==> src/hw/rtl/tee_pkg.sv <==
// Shared types and character constants for the text escape encoder.
`default_nettype none

package tee_pkg;

  localparam logic [1:0] MODE_PLAIN = 2'd0;
  localparam logic [1:0] MODE_TCL   = 2'd1;
  localparam logic [1:0] MODE_XML   = 2'd2;
  localparam logic [1:0] MODE_JSON  = 2'd3;

  localparam int unsigned SEQ_BYTES = 6;

  localparam logic [7:0] CH_DQUOTE = 8'h22;
  localparam logic [7:0] CH_SQUOTE = 8'h27;
  localparam logic [7:0] CH_LT     = 8'h3c;
  localparam logic [7:0] CH_GT     = 8'h3e;
  localparam logic [7:0] CH_AMP    = 8'h26;
  localparam logic [7:0] CH_LF     = 8'h0a;
  localparam logic [7:0] CH_TAB    = 8'h09;
  localparam logic [7:0] CH_DOLLAR = 8'h24;
  localparam logic [7:0] CH_LBRACE = 8'h7b;
  localparam logic [7:0] CH_RBRACE = 8'h7d;
  localparam logic [7:0] CH_LBRACK = 8'h5b;
  localparam logic [7:0] CH_RBRACK = 8'h5d;
  localparam logic [7:0] CH_BSLASH = 8'h5c;
  localparam logic [7:0] CH_BS     = 8'h08;
  localparam logic [7:0] CH_CR     = 8'h0d;
  localparam logic [7:0] CH_SLASH  = 8'h2f;
  localparam logic [7:0] CH_N      = 8'h6e;
  localparam logic [7:0] CH_T      = 8'h74;
  localparam logic [7:0] CH_B      = 8'h62;
  localparam logic [7:0] CH_R      = 8'h72;

  typedef struct packed {
    logic [7:0] data;
    logic       last;
  } item_t;

  // bytes[SEQ_BYTES-1] goes out first
  typedef struct packed {
    logic [SEQ_BYTES-1:0][7:0] bytes;
    logic [2:0]                len;
  } seq_t;

  typedef struct packed {
    logic  load;
    seq_t  seq;
    logic  last;
  } load_t;

endpackage

`default_nettype wire

==> src/hw/rtl/tee_escape.sv <==
// Escape table: maps one byte and the mode to its escaped byte sequence.
`default_nettype none

module tee_escape (
  input  wire logic [1:0]   mode_i,
  input  wire logic [7:0]   char_i,
  output tee_pkg::seq_t     seq_o
);

  logic [7:0] c;

  assign c = char_i;

  always_comb begin
    seq_o.bytes = {c, 40'h0};
    seq_o.len   = 3'd1;
    case (mode_i)
      tee_pkg::MODE_XML: begin
        case (c)
          tee_pkg::CH_DQUOTE: begin
            seq_o.bytes = "&quot;";
            seq_o.len   = 3'd6;
          end
          tee_pkg::CH_SQUOTE: begin
            seq_o.bytes = "&apos;";
            seq_o.len   = 3'd6;
          end
          tee_pkg::CH_LT: begin
            seq_o.bytes = {"&lt;", 16'h0};
            seq_o.len   = 3'd4;
          end
          tee_pkg::CH_GT: begin
            seq_o.bytes = {"&gt;", 16'h0};
            seq_o.len   = 3'd4;
          end
          tee_pkg::CH_AMP: begin
            seq_o.bytes = {"&amp;", 8'h0};
            seq_o.len   = 3'd5;
          end
          default: ;
        endcase
      end
      tee_pkg::MODE_TCL: begin
        if (c inside {tee_pkg::CH_DQUOTE, tee_pkg::CH_DOLLAR, tee_pkg::CH_LBRACE,
                      tee_pkg::CH_RBRACE, tee_pkg::CH_LBRACK, tee_pkg::CH_RBRACK,
                      tee_pkg::CH_BSLASH}) begin
          seq_o.bytes = {tee_pkg::CH_BSLASH, c, 32'h0};
          seq_o.len   = 3'd2;
        end else if (c == tee_pkg::CH_LF) begin
          seq_o.bytes = {tee_pkg::CH_BSLASH, tee_pkg::CH_N, 32'h0};
          seq_o.len   = 3'd2;
        end else if (c == tee_pkg::CH_TAB) begin
          seq_o.bytes = {tee_pkg::CH_BSLASH, tee_pkg::CH_T, 32'h0};
          seq_o.len   = 3'd2;
        end
      end
      tee_pkg::MODE_JSON: begin
        if (c inside {tee_pkg::CH_DQUOTE, tee_pkg::CH_BSLASH, tee_pkg::CH_SLASH}) begin
          seq_o.bytes = {tee_pkg::CH_BSLASH, c, 32'h0};
          seq_o.len   = 3'd2;
        end else if (c == tee_pkg::CH_TAB) begin
          seq_o.bytes = {tee_pkg::CH_BSLASH, tee_pkg::CH_T, 32'h0};
          seq_o.len   = 3'd2;
        end else if (c == tee_pkg::CH_BS) begin
          seq_o.bytes = {tee_pkg::CH_BSLASH, tee_pkg::CH_B, 32'h0};
          seq_o.len   = 3'd2;
        end else if (c == tee_pkg::CH_LF) begin
          seq_o.bytes = {tee_pkg::CH_BSLASH, tee_pkg::CH_N, 32'h0};
          seq_o.len   = 3'd2;
        end else if (c == tee_pkg::CH_CR) begin
          seq_o.bytes = {tee_pkg::CH_BSLASH, tee_pkg::CH_R, 32'h0};
          seq_o.len   = 3'd2;
        end
      end
      default: ;
    endcase
  end

endmodule

`default_nettype wire

==> src/hw/rtl/tee_out_stage.sv <==
// Result register: holds one escaped sequence and shifts it out a byte per transaction.
`default_nettype none

module tee_out_stage (
  input  wire logic        clk_i,
  input  wire logic        rst_ni,
  input  wire tee_pkg::load_t ld_i,
  output logic             free_o,
  output logic             out_valid_o,
  input  wire logic        out_stall_i,
  output logic [7:0]       out_byte_o,
  output logic             run_last_o,
  output logic             string_end_o
);

  logic                                  valid_q, valid_d;
  logic [2:0]                            rem_q, rem_d;
  logic [tee_pkg::SEQ_BYTES-1:0][7:0]    buf_q, buf_d;
  logic                                  last_q, last_d;
  logic                                  fire;
  logic                                  fin;

  assign fire   = valid_q && !out_stall_i;
  assign fin    = fire && (rem_q == 3'd1);
  assign free_o = !valid_q || fin;

  always_comb begin
    valid_d = valid_q;
    rem_d   = rem_q;
    buf_d   = buf_q;
    last_d  = last_q;
    if (ld_i.load) begin
      valid_d = 1'b1;
      rem_d   = ld_i.seq.len;
      buf_d   = ld_i.seq.bytes;
      last_d  = ld_i.last;
    end else if (fin) begin
      valid_d = 1'b0;
    end else if (fire) begin
      rem_d = rem_q - 3'd1;
      buf_d = buf_q << 8;
    end
  end

  always_ff @(posedge clk_i or negedge rst_ni) begin
    if (!rst_ni) begin
      valid_q <= 1'b0;
      rem_q   <= 3'd0;
    end else begin
      valid_q <= valid_d;
      rem_q   <= rem_d;
    end
  end

  always_ff @(posedge clk_i) begin
    buf_q  <= buf_d;
    last_q <= last_d;
  end

  assign out_valid_o  = valid_q;
  assign out_byte_o   = buf_q[tee_pkg::SEQ_BYTES-1];
  assign run_last_o   = (rem_q == 3'd1);
  assign string_end_o = (rem_q == 3'd1) && last_q;

endmodule

`default_nettype wire

==> src/hw/rtl/text_escape_encoder.sv <==
// Top level of the text escape encoder: input register, escape table, result register.
//
// Takes one character per input transaction and emits its escaped form one byte per
// output transaction, formatted by the escape mode register (plain, TCL, XML entities,
// JSON). Plain text streams at one character per clock while the output is not stalled.
// An escaped character expands to its escaped length: two bytes for backslash escapes,
// four to six for XML entities. The result register sends one byte per cycle while the
// output is not stalled; the input register takes the next character while the current
// sequence drains. An accepted character passes through the input register, then the
// result register, before its first output byte is presented. The mode register is
// written at any time with cfg_ready_o always high, but should change only while no
// character is in flight.
`default_nettype none

module text_escape_encoder (
  input  wire logic       clk_i,
  input  wire logic       rst_ni,
  input  wire logic       in_valid_i,
  output logic            in_stall_o,
  input  wire logic [7:0] in_byte_i,
  input  wire logic       in_last_i,
  output logic            out_valid_o,
  input  wire logic       out_stall_i,
  output logic [7:0]      out_byte_o,
  output logic            run_last_o,
  output logic            string_end_o,
  input  wire logic       cfg_valid_i,
  output logic            cfg_ready_o,
  input  wire logic [1:0] cfg_escape_mode_i
);

  logic [1:0]      esc_mode_q;
  logic            s1_valid_q, s1_valid_d;
  tee_pkg::item_t  s1_item_q;
  tee_pkg::seq_t   seq;
  tee_pkg::load_t  ld;
  logic            free;
  logic            in_acc;

  assign cfg_ready_o = 1'b1;

  always_ff @(posedge clk_i or negedge rst_ni) begin
    if (!rst_ni) begin
      esc_mode_q <= tee_pkg::MODE_PLAIN;
    end else if (cfg_valid_i && cfg_ready_o) begin
      esc_mode_q <= cfg_escape_mode_i;
    end
  end

  assign ld.load     = s1_valid_q && free;
  assign ld.seq      = seq;
  assign ld.last     = s1_item_q.last;
  assign in_stall_o  = s1_valid_q && !free;
  assign in_acc      = in_valid_i && !in_stall_o;

  always_comb begin
    s1_valid_d = s1_valid_q;
    if (in_acc) begin
      s1_valid_d = 1'b1;
    end else if (ld.load) begin
      s1_valid_d = 1'b0;
    end
  end

  always_ff @(posedge clk_i or negedge rst_ni) begin
    if (!rst_ni) begin
      s1_valid_q <= 1'b0;
    end else begin
      s1_valid_q <= s1_valid_d;
    end
  end

  always_ff @(posedge clk_i) begin
    if (in_acc) begin
      s1_item_q.data <= in_byte_i;
      s1_item_q.last <= in_last_i;
    end
  end

  tee_escape u_escape (
    .mode_i (esc_mode_q),
    .char_i (s1_item_q.data),
    .seq_o  (seq)
  );

  tee_out_stage u_out (
    .clk_i        (clk_i),
    .rst_ni       (rst_ni),
    .ld_i         (ld),
    .free_o       (free),
    .out_valid_o  (out_valid_o),
    .out_stall_i  (out_stall_i),
    .out_byte_o   (out_byte_o),
    .run_last_o   (run_last_o),
    .string_end_o (string_end_o)
  );

endmodule

`default_nettype wire

==> config.mk <==
export PLATFORM = sky130hd
export DESIGN_NAME = text_escape_encoder
export DESIGN_NICKNAME = d
export VERILOG_FILES = /design/src/hw/rtl/tee_pkg.sv /design/src/hw/rtl/tee_escape.sv /design/src/hw/rtl/tee_out_stage.sv /design/src/hw/rtl/text_escape_encoder.sv
export SDC_FILE = /design/constraint.sdc
export NUM_CORES = 1
export LEC_CHECK = 0
export ABC_AREA = 1
export BUFFER_PORTS_ARGS = -buffer_cell sky130_fd_sc_hd__buf_2
export CAP_MARGIN = 15
export CORE_ASPECT_RATIO = 1.75
export CORE_MARGIN = 8
export CORE_UTILIZATION = 50
export DETAILED_ROUTE_END_ITERATION = 6
export PLACE_DENSITY = 0.73
export SETUP_SLACK_MARGIN = 0.1
export SLEW_MARGIN = 20
export SYNTH_ARGS = -nofsm -noshare
export SYNTH_HDL_FRONTEND = slang
export SYNTH_SLANG_ARGS = --single-unit
==> constraint.sdc <==
create_clock -name clk_i -period 5.67 [get_ports clk_i]
set_clock_uncertainty 0.15 [all_clocks]
set_input_delay 0.567 -clock clk_i [delete_from_list [all_inputs] [get_ports clk_i]]
set_output_delay 0.567 -clock clk_i [all_outputs]
set_load 0.01 [all_outputs]
==> results_dict.tcl, run 1 <==
set metrics [dict create \
    ios 29 \
    synth-adder-area-share 0.00893 \
    synth_compound_area_frac 0.0777 \
    hold_violations 0 \
    initial_core_util 0.510 \
    r2r_setup_slack_ns 3.03 \
    grt_pass1_vias 2168 \
    min_path_type "in -> reg" \
    met2_usage 0.274 \
    crit_arrival_ns 2.54 \
    worstSetupPathType "reg -> reg" \
    netSwitchingFraction 0.337 \
    dpl_cell_area_sq_um 2930 \
    gr-total-overflow 0 \
    rsz0062_at_grt "no" \
    cp_max_fo 38 \
    synth_cell_types 36 \
    cp-end-kind "register" \
    ys_warn_count 0 \
    ys_seq_elements 49 \
    design.final.nets 362 \
    coreArea_sq_um 5500 \
    final_layout_size_suffix_gt1_frac 0.206 \
    synthXorXnorAreaFrac 0.00313 \
    rows 36 \
    timing.fmax_ghz 0.379 \
    n_antenna_cell 0 \
    pwr-share-clk 0.188 \
    synth_edf_count 42 \
    combPwrFrac 0.283 \
    die-width_um 72.6 \
    avgSynthCellArea_sq_um 8.67 \
    htreeDepth 2 \
    grt_pass1_wl_um 10000 \
    syn_area_sq_um 2800 \
    grt_antenna_before_repair 0 \
    power.leakage_uw 0.00145 \
    wire_per_inst_um 14.6 \
    syn_inst 323 \
    grt_max_degree 39 \
    cts_tree "built" \
    grtUsageMet1 0.163 \
    startpoint "u_out.rem_q[0]$_DFFE_PN0P_" \
    synth-simple-area-share 0.312 \
    post-route-min-period_ns 2.64 \
    p_sw_uw 371 \
    p_int_uw 729 \
    cp_slowest_cell "nand2_2" \
    ctsRootBufferMaster "clkbuf_8" \
    final_common_cell "nand2_1" \
    crit_chain "ha_1, inv_1, or2_1, o21ai_2, nand2_2, clkinv_1, nand2_1, o211ai_1" \
    post-route-period-util 0.465 \
    worstHoldStart "in_last_i" \
    final_cell_mix "nand2_1 (104), edfxtp_1 (42), buf_2 (27)" \
    dp_hpwl_um 4770 \
    status "finished, final reports clean" \
    synth_top_family_by_area "simple AND/OR/NAND/NOR gates" \
    cts.sinks 49 \
    grt_util_met3 0.0314 \
    drt-initial-drc-count 221 \
    muxShareOfSynthArea 0 \
    worst_skew_pair.late_latency_ns 0.31 \
    die_h_um 115 \
    slew_headroom 0.549 \
    p_seq_frac 0.529 \
    timing.rr.start "u_out.rem_q[0]$_DFFE_PN0P_" \
    numCtsBuffers 5 \
    async_flop_share 0.143 \
    drc_errors 0 \
    io_buffers 27 \
    cellPowerDensity_nw_per_um2 363 \
    ctsResizeCount 0 \
    vias 2159 \
    first_pass_iters 4 \
    fin_tns_setup_ns 0 \
    vias_per_cell 5.13 \
    worst_pin_slew_ns 0.674 \
    finalWeightedCongestion 0.928 \
    ant_nets 0 \
    cpPeakStageDelay_ns 0.51 \
    clockBufferDepth 2 \
    routed_wl_um 6160 \
    hold_ws_ns 0.279 \
    stdcell_area_sq_um 3030 \
    areaGrowthSynthToFinish_pct 8.13 \
    synth-main-ff-cell "edfxtp_1" \
    synth_nets 341 \
    ir_worst_vdd_mv 0.164 \
    num-fill-cells 536 \
    grt_busiest_layer "met2" \
    yosysSeqAreaShare 0.513 \
    path_clk_slew_ns 0.09 \
    slew_viol_final 0 \
    required_ns 5.58 \
    setup_violations 0 \
    die-area_sq_um 8350 \
    critPathLaunchType "register" \
    globalRouteTotalUtil 0.157 \
    cap_violations 0 \
]
stage by stage:
step | setup WS, ns | utilization | total power [uW] | std cells
global placement | 3.09 | 0.533 | 894 | 412
detailed placement | 3.05 | 0.533 | 903 | 412
floorplan | 3.18 | - | 834 | 323
global route | 2.76 | 0.551 | 1170 | 421
finish | 3.03 | 0.551 | 1100 | 421
CTS | 3.01 | 0.551 | 1110 | 421
cells by family (layout without fill, tap and decap cells):
| family | count (synthesis) | count (layout) |
|---|---|---|
| AND/OR/NAND/NOR | 187 | 187 |
| flip-flops | 49 | 49 |
| other | 2 | 2 |
| adder cells (fa/ha/maj) | 2 | 2 |
| buffers and inverters | 48 | 70 |
| XOR/XNOR | 1 | 1 |
| AO/OA/AOI/OAI | 34 | 34 |
state kept, by name (all words and copies together) (netlist names):
signal             count
u_out.out_byte_o       8
u_out.rem_q            3
ld                     1
u_out.last_q           1
u_out.buf_q           24
u_out.out_valid_o      1
s1_valid_q             1
s1_item_q              8
esc_mode_q             2
critical path: cells and delay by family (launching register included):
family	cells	cell delay [ns]
compound gates	2	0.19
fa+ha+maj	1	0.20
buf+inv	2	0.52
flops	1	0.42
simple gates	3	0.91
timing repair:
item                      4_1_cts  5_1_grt
hold endpoints to repair        7        0
setup buffers                   0        0
hold buffers                    1        0
power by group through the flow:
stage	Combinational (uW)	Sequential [uW]	Clock [uW]
detailed placement	314	590	0
finish	312	581	206
CTS	316	582	211
global placement	308	587	0
global route	350	595	221
floorplan	255	579	0
routing by layer:
layer / share of wire / routed length, um
met1: 0.39 / 2400
met2: 0.53 / 3280
met3: 0.036 / 221
met4: 0.043 / 263
met5: 0 / 0
synthesized netlist by cell type, types with 2 or more instances:
cell type / number / area (sq um)
a21oi_1: 5 / 25.0
buf_2: 2 / 10.0
buf_4: 9 / 67.6
buf_6: 2 / 22.5
conb_1: 2 / 7.51
dfrtp_1: 7 / 175
edfxtp_1: 42 / 1260
ha_1: 2 / 25.0
inv_1: 26 / 97.6
inv_2: 6 / 22.5
nand2_1: 104 / 390
nand2_2: 6 / 37.5
nand2_4: 6 / 67.6
nand3_1: 25 / 125
nand3_2: 3 / 30.0
nand3b_1: 2 / 15.0
nand4_1: 4 / 25.0
nor2_1: 26 / 97.6
nor2_2: 5 / 31.3
nor2_4: 3 / 33.8
o211ai_1: 3 / 22.5
o21ai_0: 11 / 55.1
o21ai_1: 6 / 30.0
o21ai_2: 4 / 35.0
layout make-up:
| type | count | area [sq um] | share of cell area |
|---|---|---|---|
| clock buffer | 6 | 72.6 | 0.0240 |
| multi-input combinational | 226 | 1130 | 0.374 |
| sequential | 49 | 1440 | 0.474 |
| timing repair buffer | 29 | 153 | 0.0504 |
| tap | 76 | 95.1 | 0.0314 |
| clock inverter | 2 | 15.0 | 0.00496 |
| inverter | 33 | 124 | 0.0409 |
path summary, 6_finish.rpt:
| check | endpoint | cells past startpoint |
|---|---|---|
| min in group asynchronous | s1_valid_q$_DFFE_PN0P_ | 2 |
| hold reg to reg | u_out.last_q$_DFFE_PP_ | 0 |
| hold / removal | ld[0]$_DFFE_PP_ | 1 |
| setup / recovery | u_out.out_byte_o[4]$_DFFE_PP_ | 8 |
| max in group asynchronous | u_out.rem_q[1]$_DFFE_PN0P_ | 2 |
| setup reg to reg | u_out.out_byte_o[4]$_DFFE_PP_ | 8 |
(Power assumes the default switching activity.)
==> run 2, diff against run 1 <==
==> constraint.sdc (replaced) <==
create_clock -name clk_i -period 2.65 [get_ports clk_i]
set_clock_uncertainty 0.15 [all_clocks]
set_input_delay 0.265 -clock clk_i [delete_from_list [all_inputs] [get_ports clk_i]]
set_output_delay 0.265 -clock clk_i [all_outputs]
set_load 0.01 [all_outputs]
==> run 2 against run 1 <==
  * Flip-flop and latch count is the same
  * Wire length grew 10%
  * Sequential share of layout area fell by 2.0 points
  * Critical endpoint is now u_out.buf_q[9]$_DFFE_PP_
  * Fmax increased by 20%
  * Power is 130% higher
  * Via count rose by 4.9%
==> results_dict.tcl, run 2 (synthesis results as in run 1) <==
set metrics [dict create \
    status "finished, final reports clean" \
    die-area_sq_um 8350 \
    drt-initial-drc-count 148 \
    stdcell_count 431 \
    worstHoldStart "cfg_escape_mode_i[1]" \
    rsz0062_at_grt "no" \
    dp_slack_ns 0.505 \
    numCtsBuffers 5 \
    die_h_um 115 \
    worst_skew_pair.late_latency_ns 0.32 \
    timing.fmax_ghz 0.455 \
    initial_core_util 0.510 \
    rows 36 \
    wire_per_inst_um 15.7 \
    slew_viol_final 0 \
    cts_tree "built" \
    hold_path_end "esc_mode_q[1]$_DFFE_PN0P_" \
    path_clk_slew_ns 0.09 \
    cp_max_fo 9 \
    ctsRootBufferMaster "clkbuf_8" \
    final_util 0.575 \
    areaGrowthSynthToFinish_pct 12.9 \
    cellPowerDensity_nw_per_um2 788 \
    io_buffers 27 \
    ant_nets 0 \
    vias 2265 \
    vias_per_cell 5.26 \
    min_path_type "in -> reg" \
    rr_worst_depth 9 \
    setup_violations 0 \
    routed_wl_um 6790 \
    hold_path_depth 3 \
    place_inst 413 \
    post-route-period-util 0.829 \
    n_antenna_cell 0 \
    required_ns 2.67 \
    grt_pass1_vias 2326 \
    cts_hold_buf 10 \
    cap_violations 0 \
    power.leakage_uw 0.00151 \
    timing.rr.start "u_out.rem_q[1]$_DFFE_PN0P_" \
    dp_hpwl_um 5130 \
    fin_tns_setup_ns 0 \
    final_layout_size_suffix_gt1_frac 0.203 \
    largest_register_ffs 24 \
    final_cell_mix "nand2_1 (104), edfxtp_1 (42), buf_2 (27)" \
    htreeDepth 2 \
    cts.sinks 49 \
    die-width_um 72.6 \
    cp-end-kind "register" \
    drc_errors 0 \
    hold_violations 0 \
    post-route-min-period_ns 2.20 \
    worst_slack_ns 0.453 \
    globalRouteTotalUtil 0.178 \
    regMostFlops "u_out.buf_q" \
    finalWeightedCongestion 0.931 \
    r2r_end "u_out.buf_q[9]$_DFFE_PP_" \
    worstSetupPathType "reg -> reg" \
    first_pass_iters 5 \
    ctsResizeCount 0 \
    coreArea_sq_um 5500 \
    ir_worst_vdd_mv 0.406 \
    post_cts_buffers 0 \
    design.final.nets 372 \
    num-fill-cells 530 \
    slew_headroom 0.650 \
    critPathLaunchType "register" \
    grt_pass1_wl_um 11300 \
    final_common_cell "nand2_1" \
    clockBufferDepth 2 \
    r2r_setup_slack_ns 0.45 \
    worst_pin_slew_ns 0.523 \
    crit_arrival_ns 2.22 \
    ios 29 \
    gr-total-overflow 0 \
    grt_antenna_before_repair 0 \
    grt_max_degree 36 \
]
-- run 2: cell type report --
cell class              instances  area [sq um]  share of cell area
clock buffers                   5          68.8              0.0218
clock inverters                 3          41.3              0.0131
inverters                      33           124              0.0392
multi-input cells             226          1130               0.359
flip-flops and latches         49          1440               0.454
well taps                      76          95.1              0.0301
repair buffers                 39           263              0.0831
-- run 2: worst max-delay path by stage --
stage	start	end	depth (start not counted)
floorplan	u_out.rem_q[1]$_DFFE_PN0P_	u_out.rem_q[1]$_DFFE_PN0P_	10
global route	u_out.rem_q[1]$_DFFE_PN0P_	u_out.out_byte_o[1]$_DFFE_PP_	10
CTS	u_out.rem_q[1]$_DFFE_PN0P_	u_out.buf_q[9]$_DFFE_PP_	9
finish	u_out.rem_q[1]$_DFFE_PN0P_	u_out.buf_q[9]$_DFFE_PP_	9
global placement	u_out.rem_q[1]$_DFFE_PN0P_	u_out.buf_q[9]$_DFFE_PP_	9
detailed placement	u_out.rem_q[1]$_DFFE_PN0P_	u_out.buf_q[9]$_DFFE_PP_	9
-- run 2: layer usage --
metal,routed length [um],up-vias,GRT usage
li1,-,1108,-
met1,2610,1065,0.179
met2,3640,70,0.317
met3,257,22,0.0393
met4,285,0,0.113
met5,0,-,0
-- run 2: power breakdown --
part / total [uW] / switching, uW / internal, uW
Combinational: 704 / 455 / 249
Clock: 537 / 259 / 278
Sequential: 1250 / 99.0 / 1150
-- run 2: stage by stage --
stage,area [sq um],hold WS [ns],power (uW)
floorplan,2800,-0.181,1780
global placement,2950,-0.0449,1940
detailed placement,2950,-0.0439,1970
CTS,3160,0.00335,2510
global route,3160,0.00903,2650
finish,3160,0.00369,2490
-- run 2: worst max-delay path, cell delays in order, from the launching register on --
cell	delay (ns)
dfrtp_1	0.39
inv_1	0.08
ha_1	0.14
inv_1	0.03
or2_1	0.25
o21ai_2	0.20
nand2_2	0.16
nor2_2	0.25
o21ai_0	0.21
o21ai_0	0.18
==> run 3, diff against run 2 <==
--- a/config.mk
+++ b/config.mk
@@ -5,14 +5,14 @@
 export SDC_FILE = /design/constraint.sdc
 export NUM_CORES = 1
 export LEC_CHECK = 0
-export ABC_AREA = 1
+export ABC_AREA = 0
 export BUFFER_PORTS_ARGS = -buffer_cell sky130_fd_sc_hd__buf_2
 export CAP_MARGIN = 15
 export CORE_ASPECT_RATIO = 1.75
 export CORE_MARGIN = 8
 export CORE_UTILIZATION = 50
 export DETAILED_ROUTE_END_ITERATION = 6
-export PLACE_DENSITY = 0.73
+export PLACE_DENSITY = 0.76
 export SETUP_SLACK_MARGIN = 0.1
 export SLEW_MARGIN = 20
 export SYNTH_ARGS = -nofsm -noshare
==> constraint.sdc (replaced) <==
create_clock -name clk_i -period 1.85 [get_ports clk_i]
set_clock_uncertainty 0.15 [all_clocks]
set_input_delay 0.185 -clock clk_i [delete_from_list [all_inputs] [get_ports clk_i]]
set_output_delay 0.185 -clock clk_i [all_outputs]
set_load 0.01 [all_outputs]
==> run 3 against run 2 <==
  * The run now ends with setup timing left
  * Flip-flop and latch count stayed put
  * Worst setup slack worse by 0.95 ns
  * Via count is 24% higher
  * Worst hold slack better by 0.085 ns
  * Non-clock buffer count is 103 higher
  * Clock power is 26% higher
  * Fmax is 6.2% lower
  * Sequential share of layout area is 14 points lower
  * Sequential power is 58% higher
  * Die area is 1.2% higher
  * Synthesized cell count is 13% lower
  * Critical path type unchanged
  * Critical endpoint is now u_out.out_byte_o[1]$_DFFE_PP_
  * Largest cell class is now multi-input combinational cells
  * Largest power group is now combinational cells
  * Highest routed layer unchanged
==> results_dict.tcl, run 3 <==
set metrics [dict create \
    status "complete, but fails checks" \
    violations "setup timing" \
    ir_worst_vdd_mv 0.936 \
    post-route-min-period_ns 2.34 \
    rsz0062_at_grt "yes" \
    r2r_setup_slack_ns -0.49 \
    worstSetupPathType "reg -> reg" \
    gr-total-overflow 0 \
    synth_top_area_cell "edfxtp_1" \
    globalRouteTotalUtil 0.224 \
    path_clk_slew_ns 0.11 \
    synth-main-ff-cell "edfxtp_1" \
    cp.buffers_inverters 0 \
    setup_violations 77 \
    cp_max_fo 4 \
    cts_tree "built" \
    drt-initial-drc-count 281 \
    wire_per_inst_um 20.7 \
    final_cell_mix "buf_4 (71), edfxtp_1 (42), nand2_1 (25), buf_2 (25), buf_6 (24)" \
    cp_slowest_cell "or3b_4" \
    vias 2809 \
    synth_top_cell_area_share 0.443 \
    htreeDepth 2 \
    avgSynthCellArea_sq_um 10.1 \
    final_common_cell "buf_4" \
    die_h_um 116 \
    grt_pass1_vias 2874 \
    post-route-period-util 1.27 \
    worst_slack_ns -0.493 \
    clockBufferDepth 2 \
    ctsRootBufferMaster "clkbuf_8" \
    critPathLaunchType "register" \
    drc_errors 0 \
    ys_seq_elements 49 \
    die-width_um 73.0 \
    rows 36 \
    areaGrowthSynthToFinish_pct 60.9 \
    synth_cell_types 61 \
    initial_core_util 0.513 \
    cts.sinks 49 \
    dpl_cell_area_sq_um 3530 \
    syn_inst 281 \
    required_ns 1.79 \
    ios 29 \
    stdcell_area_sq_um 4580 \
    min_path_type "in -> async" \
    cellPowerDensity_nw_per_um2 1160 \
    vias_per_cell 5.79 \
    crit_arrival_ns 2.29 \
    synth_edf_count 42 \
    grt_max_degree 18 \
    design.final.nets 426 \
    grt_pass1_wl_um 14200 \
    final_layout_size_suffix_gt1_frac 0.516 \
    synth_nets 299 \
    coreArea_sq_um 5540 \
    cpPeakStageDelay_ns 0.43 \
    regMostFlops "u_out.buf_q" \
    numCtsBuffers 5 \
    synth.area.top_cells "edfxtp_1 (44%), dfrtp_1 (6.2%), nand2_1 (5.1%), a21oi_1 (3.7%), o21ai_0 (2.5%)" \
    syn_area_sq_um 2840 \
    n_antenna_cell 0 \
    first_pass_iters 4 \
    place_inst 424 \
    largest_register_ffs 24 \
    dp_slack_ns -0.468 \
    power.leakage_uw 0.00190 \
    worst_skew_pair.late_latency_ns 0.33 \
    grt_antenna_before_repair 0 \
    async_flop_share 0.143 \
    die-area_sq_um 8450 \
    final_util 0.826 \
    routed_wl_um 10100 \
    io_buffers 27 \
    finalWeightedCongestion 0.960 \
    yosysSeqAreaShare 0.505 \
    synthMostInstantiatedCell "edfxtp_1" \
    hold_violations 0 \
    crit_chain "or3b_4, or3_4, a21oi_4, nand3b_1, a31oi_1, a22o_1" \
    total_power_uw 5290 \
    slew_viol_final 0 \
    cp-end-kind "register" \
    ys_warn_count 0 \
    cpLargestDelayFamily "simple AND/OR/NAND/NOR gates" \
    timing.fmax_ghz 0.427 \
    stdcell_count 485 \
    cap_violations 0 \
    ant_nets 0 \
    dp_hpwl_um 6070 \
    synth_common_cells "edfxtp_1 (42), nand2_1 (39), a21oi_1 (21), o21ai_0 (14), nor2_1 (12)" \
]
[run 3: cell count changes after synthesis, moves of 5 or more]
| cell | change |
|---|---|
| nand2_2 | -6 |
| o21ai_1 | -6 |
| inv_2 | -6 |
| clkbuf_1 | +9 |
| nand2_4 | -6 |
| nand2_1 | -65 |
| nor2_2 | -5 |
| a31oi_1 | +5 |
| a21oi_1 | +16 |
| a21o_1 | +6 |
| nor2_1 | -14 |
| inv_1 | -15 |
| nand2b_1 | +9 |
| nand3_1 | -15 |
[run 3: worst register-to-register path, cell delays in order (launching register included)]
cell	delay (ns)
edfxtp_1	0.41
or3b_4	0.43
or3_4	0.41
a21oi_4	0.20
nand3b_1	0.20
a31oi_1	0.13
a22o_1	0.21
[run 3: report_power, final]
part	leakage [uW]	internal [uW]	switching, uW
logic	0.00138	1290	1350
clock network	0.0000423	275	399
registers	0.000485	1790	185
total	0.00190	3360	1930
[run 3: per-layer routing]
metal | track usage | part of all wire | up-vias | wire length [um]
li1 | - | - | 1283 | -
met1 | 0.214 | 0.34 | 1346 | 3420
met2 | 0.428 | 0.54 | 129 | 5460
met3 | 0.0355 | 0.046 | 51 | 464
met4 | 0.129 | 0.071 | 0 | 717
met5 | 0 | 0 | - | 0
[run 3: final timing paths]
kind                                             start                       endpoint  depth (start not counted)
worst max-delay path            s1_item_q[6]$_DFFE_PP_  u_out.out_byte_o[1]$_DFFE_PP_                          6
worst min-delay path                            rst_ni      esc_mode_q[0]$_DFFE_PN0P_                          2
worst max register to register  s1_item_q[6]$_DFFE_PP_  u_out.out_byte_o[1]$_DFFE_PP_                          6
worst min register to register         ld[0]$_DFFE_PP_         u_out.last_q$_DFFE_PP_                          0
max in group asynchronous                       rst_ni     u_out.rem_q[2]$_DFFE_PN0P_                          2
min in group clk_i                         out_stall_i  u_out.out_valid_o$_DFFE_PN0P_                          4
[run 3: final cells by class]
cell class	count	area [sq um]
Fill cell	306	965
Inverter	11	51.3
Multi-Input combinational cell	199	1670
Tap cell	76	95.1
Sequential cell	49	1440
Clock inverter	3	26.3
Timing Repair Buffer	142	1220
Clock buffer	5	68.8
[run 3: timing repair]
action                                  4_1_cts  5_1_grt
hold buffers                                 14        0
endpoints found under the setup margin       79       78
pin swaps                                    30       27
cloned                                        4        2
setup buffers                                21       20
endpoints found under the hold margin        19        0
gates resized for setup                      76       30
[run 3: logic make-up (layout without fill, tap and decap cells)]
group                    after synthesis  in the layout  synth area share
multiplexers                           3              3            0.0110
flip-flops                            49             49             0.505
buffers and inverters                 37            161            0.0682
AO/OA/AOI/OAI                         74             74             0.183
AND/OR/NAND/NOR                      113            117             0.218
XOR/XNOR                               1              1           0.00308
other                                  2              2           0.00264
adder cells (fa/ha/maj)                2              2           0.00880
[run 3: metrics by stage]
step,TNS (ns),hold slack [ns]
2_1_floorplan,-16.28,-0.261
3_3_place_gp,-18.61,-0.121
3_5_place_dp,-19.95,-0.120
4_1_cts,-12.84,0.0757
5_1_grt,-20.70,0.0989
6_report,-16.94,0.0891
